## src/rtl/core/sliding_anagram_finder_assert.svh

```systemverilog
// Assertion macros shared by the sliding anagram finder RTL.
`ifndef SLIDING_ANAGRAM_FINDER_ASSERT_SVH
`define SLIDING_ANAGRAM_FINDER_ASSERT_SVH

`ifndef SYNTHESIS

// condition holds at every edge out of reset
`define SAF_ASSERT_ALW(lbl, clk_s, rstn_s, cond) \
  lbl: assert property (@(posedge clk_s) disable iff (!rstn_s) (cond)) \
    else $error("saf assertion failed");

// same-cycle implication
`define SAF_ASSERT_IMP(lbl, clk_s, rstn_s, ante, cons) \
  lbl: assert property (@(posedge clk_s) disable iff (!rstn_s) (ante) |-> (cons)) \
    else $error("saf assertion failed");

// next-cycle implication
`define SAF_ASSERT_NXT(lbl, clk_s, rstn_s, ante, cons) \
  lbl: assert property (@(posedge clk_s) disable iff (!rstn_s) (ante) |=> (cons)) \
    else $error("saf assertion failed");

`else

`define SAF_ASSERT_ALW(lbl, clk_s, rstn_s, cond)
`define SAF_ASSERT_IMP(lbl, clk_s, rstn_s, ante, cons)
`define SAF_ASSERT_NXT(lbl, clk_s, rstn_s, ante, cons)

`endif

`endif

```

## src/rtl/core/saf_pkg.sv

```systemverilog
// Shared constants and types for the sliding anagram finder.
package saf_pkg;

  localparam int MODE_W          = 2;
  localparam int BYTE_W          = 8;
  localparam int POS_W           = 32;
  localparam int MAX_PATTERN_DEF = 64;
  localparam int SYMBOL_BITS_DEF = 8;
  localparam int CNT_W_DEF       = $clog2(MAX_PATTERN_DEF + 2);

  localparam logic [POS_W-1:0] POS_MAX = {POS_W{1'b1}};

  typedef enum logic [MODE_W-1:0] {
    MODE_CLEAR   = 2'd0,
    MODE_PATTERN = 2'd1,
    MODE_TEXT    = 2'd2,
    MODE_RESTART = 2'd3
  } mode_t;

endpackage

```

## src/rtl/core/saf_cnt_store.sv

```systemverilog
// Per-symbol count memory with valid bits, two read ports and write forwarding.
module saf_cnt_store import saf_pkg::*; #(
  parameter int SYMBOL_BITS = SYMBOL_BITS_DEF,
  parameter int CNT_W       = CNT_W_DEF
) (
  input  logic                   clk,
  input  logic                   rst_n,
  input  logic                   rd_en,
  input  logic [SYMBOL_BITS-1:0] ra_sym,
  input  logic [SYMBOL_BITS-1:0] ra_old,
  input  logic                   wr_en,
  input  logic                   wr_clr,
  input  logic [SYMBOL_BITS-1:0] wr_addr,
  input  logic [CNT_W-1:0]       wr_data,
  output logic [CNT_W-1:0]       rd_sym,
  output logic [CNT_W-1:0]       rd_old
);

  localparam int NSYM = 1 << SYMBOL_BITS;

  logic [CNT_W-1:0]       mem [NSYM];
  logic [NSYM-1:0]        vld_r;
  logic [SYMBOL_BITS-1:0] ra [2];
  logic [1:0]             fwd_wr;
  logic [CNT_W-1:0]       q_r [2];
  logic [1:0]             ovr_en_r;
  logic [CNT_W-1:0]       ovr_val_r [2];

  assign ra[0] = ra_sym;
  assign ra[1] = ra_old;

  always_comb begin
    for (int p = 0; p < 2; p++) begin
      fwd_wr[p] = wr_en && (wr_addr == ra[p]);
    end
  end

  // read is old-data; a write or clear in the same cycle is forwarded
  always_ff @(posedge clk) begin
    if (wr_en) begin
      mem[wr_addr] <= wr_data;
    end
    if (rd_en) begin
      for (int p = 0; p < 2; p++) begin
        q_r[p]       <= mem[ra[p]];
        ovr_en_r[p]  <= fwd_wr[p] || wr_clr || !vld_r[ra[p]];
        ovr_val_r[p] <= fwd_wr[p] ? wr_data : '0;
      end
    end
  end

  always_ff @(posedge clk) begin
    if (!rst_n) begin
      vld_r <= '0;
    end else if (wr_clr) begin
      vld_r <= '0;
    end else if (wr_en) begin
      vld_r[wr_addr] <= 1'b1;
    end
  end

  assign rd_sym = ovr_en_r[0] ? ovr_val_r[0] : q_r[0];
  assign rd_old = ovr_en_r[1] ? ovr_val_r[1] : q_r[1];

endmodule

```

## config.mk

```make
export PLATFORM = sky130hd
export DESIGN_NAME = saf_cnt_store
export DESIGN_NICKNAME = d
export VERILOG_FILES = /design/src/rtl/core/sliding_anagram_finder_assert.svh /design/src/rtl/core/saf_pkg.sv /design/src/rtl/core/saf_cnt_store.sv
export SDC_FILE = /design/constraint.sdc
export NUM_CORES = 2
export LEC_CHECK = 0
export BUFFER_PORTS_ARGS = -buffer_cell sky130_fd_sc_hd__buf_2
export CAP_MARGIN = 10
export CORE_MARGIN = 2
export CORE_UTILIZATION = 64
export CTS_CLUSTER_DIAMETER = 60
export DETAILED_ROUTE_END_ITERATION = 10
export PLACE_DENSITY_LB_ADDON = 0.2
export SKIP_LAST_GASP = 1
export SLEW_MARGIN = 10
export SYNTH_ARGS = -nofsm -noshare
export SYNTH_HDL_FRONTEND = slang
export SYNTH_SLANG_ARGS = --single-unit
```

## constraint.sdc

```tcl
create_clock -name clk -period 2.85 [get_ports clk]
set_input_delay 0.285 -clock clk [delete_from_list [all_inputs] [get_ports clk]]
set_output_delay 0.285 -clock clk [all_outputs]
set_load 0.01 [all_outputs]
```

==> impl_results.md <==
* Status: finished, violations left
* Failing checks: negative setup slack
* Worst endpoint required time at 3.53 ns
* Simple logic cell fraction of the synthesized area at 5.14%
* GRT overflow at 0
* PnR worst setup slack at -0.0852 ns
* DR vias/cell at 7.37
* R2R cell count at 6
* Drt wl/cell at 38.2 µm
* #FFs+latches synth at 2078
* Nets at 6170
* Hold Fails Final Rpt at 0
* Area of the multi-input gates at 35000 µm²
* Slew @ Worst Pin at 1.37 ns
* CP Launch Type: register
* Worst Hold Depth at 1
* First-pass DRT Iterations at 8
* Sequential fraction of the synthesis area at 61.6%
* Die area at 155000 µm²
* Worst EP arrival at 3.62 ns
* Vias in the first global route at 61100
* Design Area, Final at 113000 µm²
* Htree depth at 4
* Final min period at 2.94 ns
* Placed instance area at 106000 µm²
* Power Total at 67.0 mW
* Finish-stage setup viols at 1
* Worst min path class: input pin to register
* Clk buf depth at 3
* Critical path endpoint category: register
* Ys Warns at 0
* Lkg Pwr at 37.8 nW
* Share of layout cells above drive strength 1 at 38.2%
* Clock Skews at 0.0256 ns
* I/O Buffers at 49
* F_max at 341 MHz
* Complex-gate fraction of the synthesized area at 2.07%
* Post-CTS Setup Bufs at 0
* Post-DP HPWL at 221000 µm
* Total CTS buffers at 210
* Post-Syn Nets at 5411
* Multiplexer share of the synthesized area at 28.7%
* Syn Inst Count at 5375
* Worst Path Max Fanout at 2
* Yosys cell types at 61
* Commonest non-fill, non-tap cell in the layout: edfxtp_1
* Initial Util at 64.6%
* Critical setup path kind: register to register
* Total Routing Usage GR at 41.5%
* Post-DRT Antenna Nets at 0
* I/O pin cnt at 50
* Clk slew on worst S/H paths at 0.06 ns
* Worst skew pair latency at 0.85 ns
* Power density over the cells at 594 nW/µm²
* Clock net sink count at 2078
* Worst VDD drop at 0.809 mV
* Avg Inst Size Synth at 18.1 µm²
* Vias at 61500
* P&R area growth vs syn at 16.2%
* Largest net degree at the start of global routing at 118
* RSZ-0062 raised after global routing: no
* Initial antenna violation count at 19
* Root Buffer: clkbuf_16
* EDFF count, synth at 1822
* Slew Viols, Final at 0
* First-pass GRT wire length at 451000 µm
* FFs w/ async S/R, synth at 0%
* Mapped cell area at 97200 µm²
* Initial DRC Count at 9696
* Post-synthesis adder-cell area fraction at 0%
* Tcrit/Tclk final at 103%
* # fillers at 8498
* Final WL at 319000 µm
* Residual DRC at 0
* Die width at 394 µm
* CTS tree: done
* Slew HR at 8.18%
* GPL Wtd Cong at 1.04
* Post-Synth XOR/XNOR Area at 0.144%
* Reg area at 59800 µm²
* Chip Height at 394 µm
* Rows at 142
* Core Area at 150000 µm²
* Largest family of logic cells by synthesized area: multiplexers
* Dominant synthesized flop cell: edfxtp_1
* MaxCap Viol Count at 0
* Most frequent cells in the layout: 1822 x edfxtp_1, 1081 x mux4_2, 787 x nor2_1, 782 x buf_4, 282 x mux2i_1
[power by group]
group / total [mW] / leakage [nW] / internal, mW / switching, mW
registers: 33.2 / 18.5 / 33.2 / 0.0746
logic: 5.91 / 15.9 / 2.48 / 3.43
clock network: 27.9 / 3.38 / 16.1 / 11.8
[registers in the layout, summed over array words and instances (netlist names)]
signal     cells
q_r           14
vld_r        256
mem         1792
ovr_en_r       2
ovr_val_r     14
[critical path, cell delays in order (launching register included)]
cell and delay (ns):
edfxtp_1 0.36, mux4_2 0.25, mux2i_1 0.12, a22o_1 0.40
nor3_1 1.13, nand4_1 0.32, a21oi_1 0.20
[logic make-up after synthesis]
logic type	Yosys count
flip-flops	2078
AND/OR/NAND/NOR	1195
buffers and inverters	404
multiplexers	1414
XOR/XNOR	16
AO/OA/AOI/OAI	268
[synth_stat cells, types with 12 or more instances]
cell type  number  area share (%)
nand2_1       162            0.63
nor2b_1        14           0.090
a21oi_1        19           0.098
nand2b_1       12           0.077
clkbuf_1      132            0.51
mux4_2       1081              25
mux2_2         42            0.49
and3_1         12           0.077
nand4_1        33            0.21
and2_1         23            0.15
mux2i_1       282             2.9
a211oi_1       13            0.10
nor3_1         33            0.17
a22oi_1        90            0.70
o22ai_1        48            0.31
nor2_1        787             3.0
buf_1          24           0.093
edfxtp_1     1822              56
buf_4          72            0.56
nand3_1        74            0.38
nor4_1         14           0.090
xnor2_1        16            0.14
buf_6          37            0.43
o21ba_2        29            0.30
buf_2         127            0.65
dfxtp_1       256             5.3
[worst paths after layout]
| check | slack [ns] | end | from |
|---|---|---|---|
| min reg2reg | 0.50 | vld_r[155] | vld_r[155] |
| min | 0.01 | mem[62][1] | wr_data[1] |
| max | -0.09 | q_r[0][11] | mem[35][4] |
| max reg2reg | -0.09 | q_r[0][11] | mem[35][4] |
[layer usage]
metal / vias up / GRT usage [%] / routed length (µm)
met4: 32 / 22.6 / 21300
li1: 23800 / - / -
met1: 31500 / 55.6 / 106000
met2: 5170 / 61.9 / 145000
met5: - / 0 / 207
met3: 965 / 12.7 / 46500
[metrics by stage]
stage          TNS (ns)  worst slack (ns)  cells  hold slack, ns  utilization (%)
2_1_floorplan         0             0.382   5375           0.384                -
3_3_place_gp      -6.56            -0.773   7937           0.467             70.5
3_5_place_dp      -6.11            -0.774   7937           0.480             70.5
4_1_cts               0            0.0270   8335          0.0100             75.1
5_1_grt               0            0.0431   8336          0.0413             75.1
6_report        -0.0852           -0.0852   8340          0.0112             75.1
[timing repair]
action                                  in CTS  in global routing
hold endpoints to repair                    12                  0
endpoints found under the setup margin       0                  2
hold buffers                                 1                  0
resized for setup                            0                  2
[layout make-up]
type | instances | area share [%]
Antenna cell | 5 | 0.0111
Sequential cell | 2078 | 53.0
Inverter | 7 | 0.0410
Tap cell | 2016 | 2.23
Timing Repair Buffer | 944 | 7.52
Clock buffer | 288 | 5.10
Multi-Input combinational cell | 2893 | 31.0
Clock inverter | 109 | 1.05
Power figures use the tool's default switching activity.
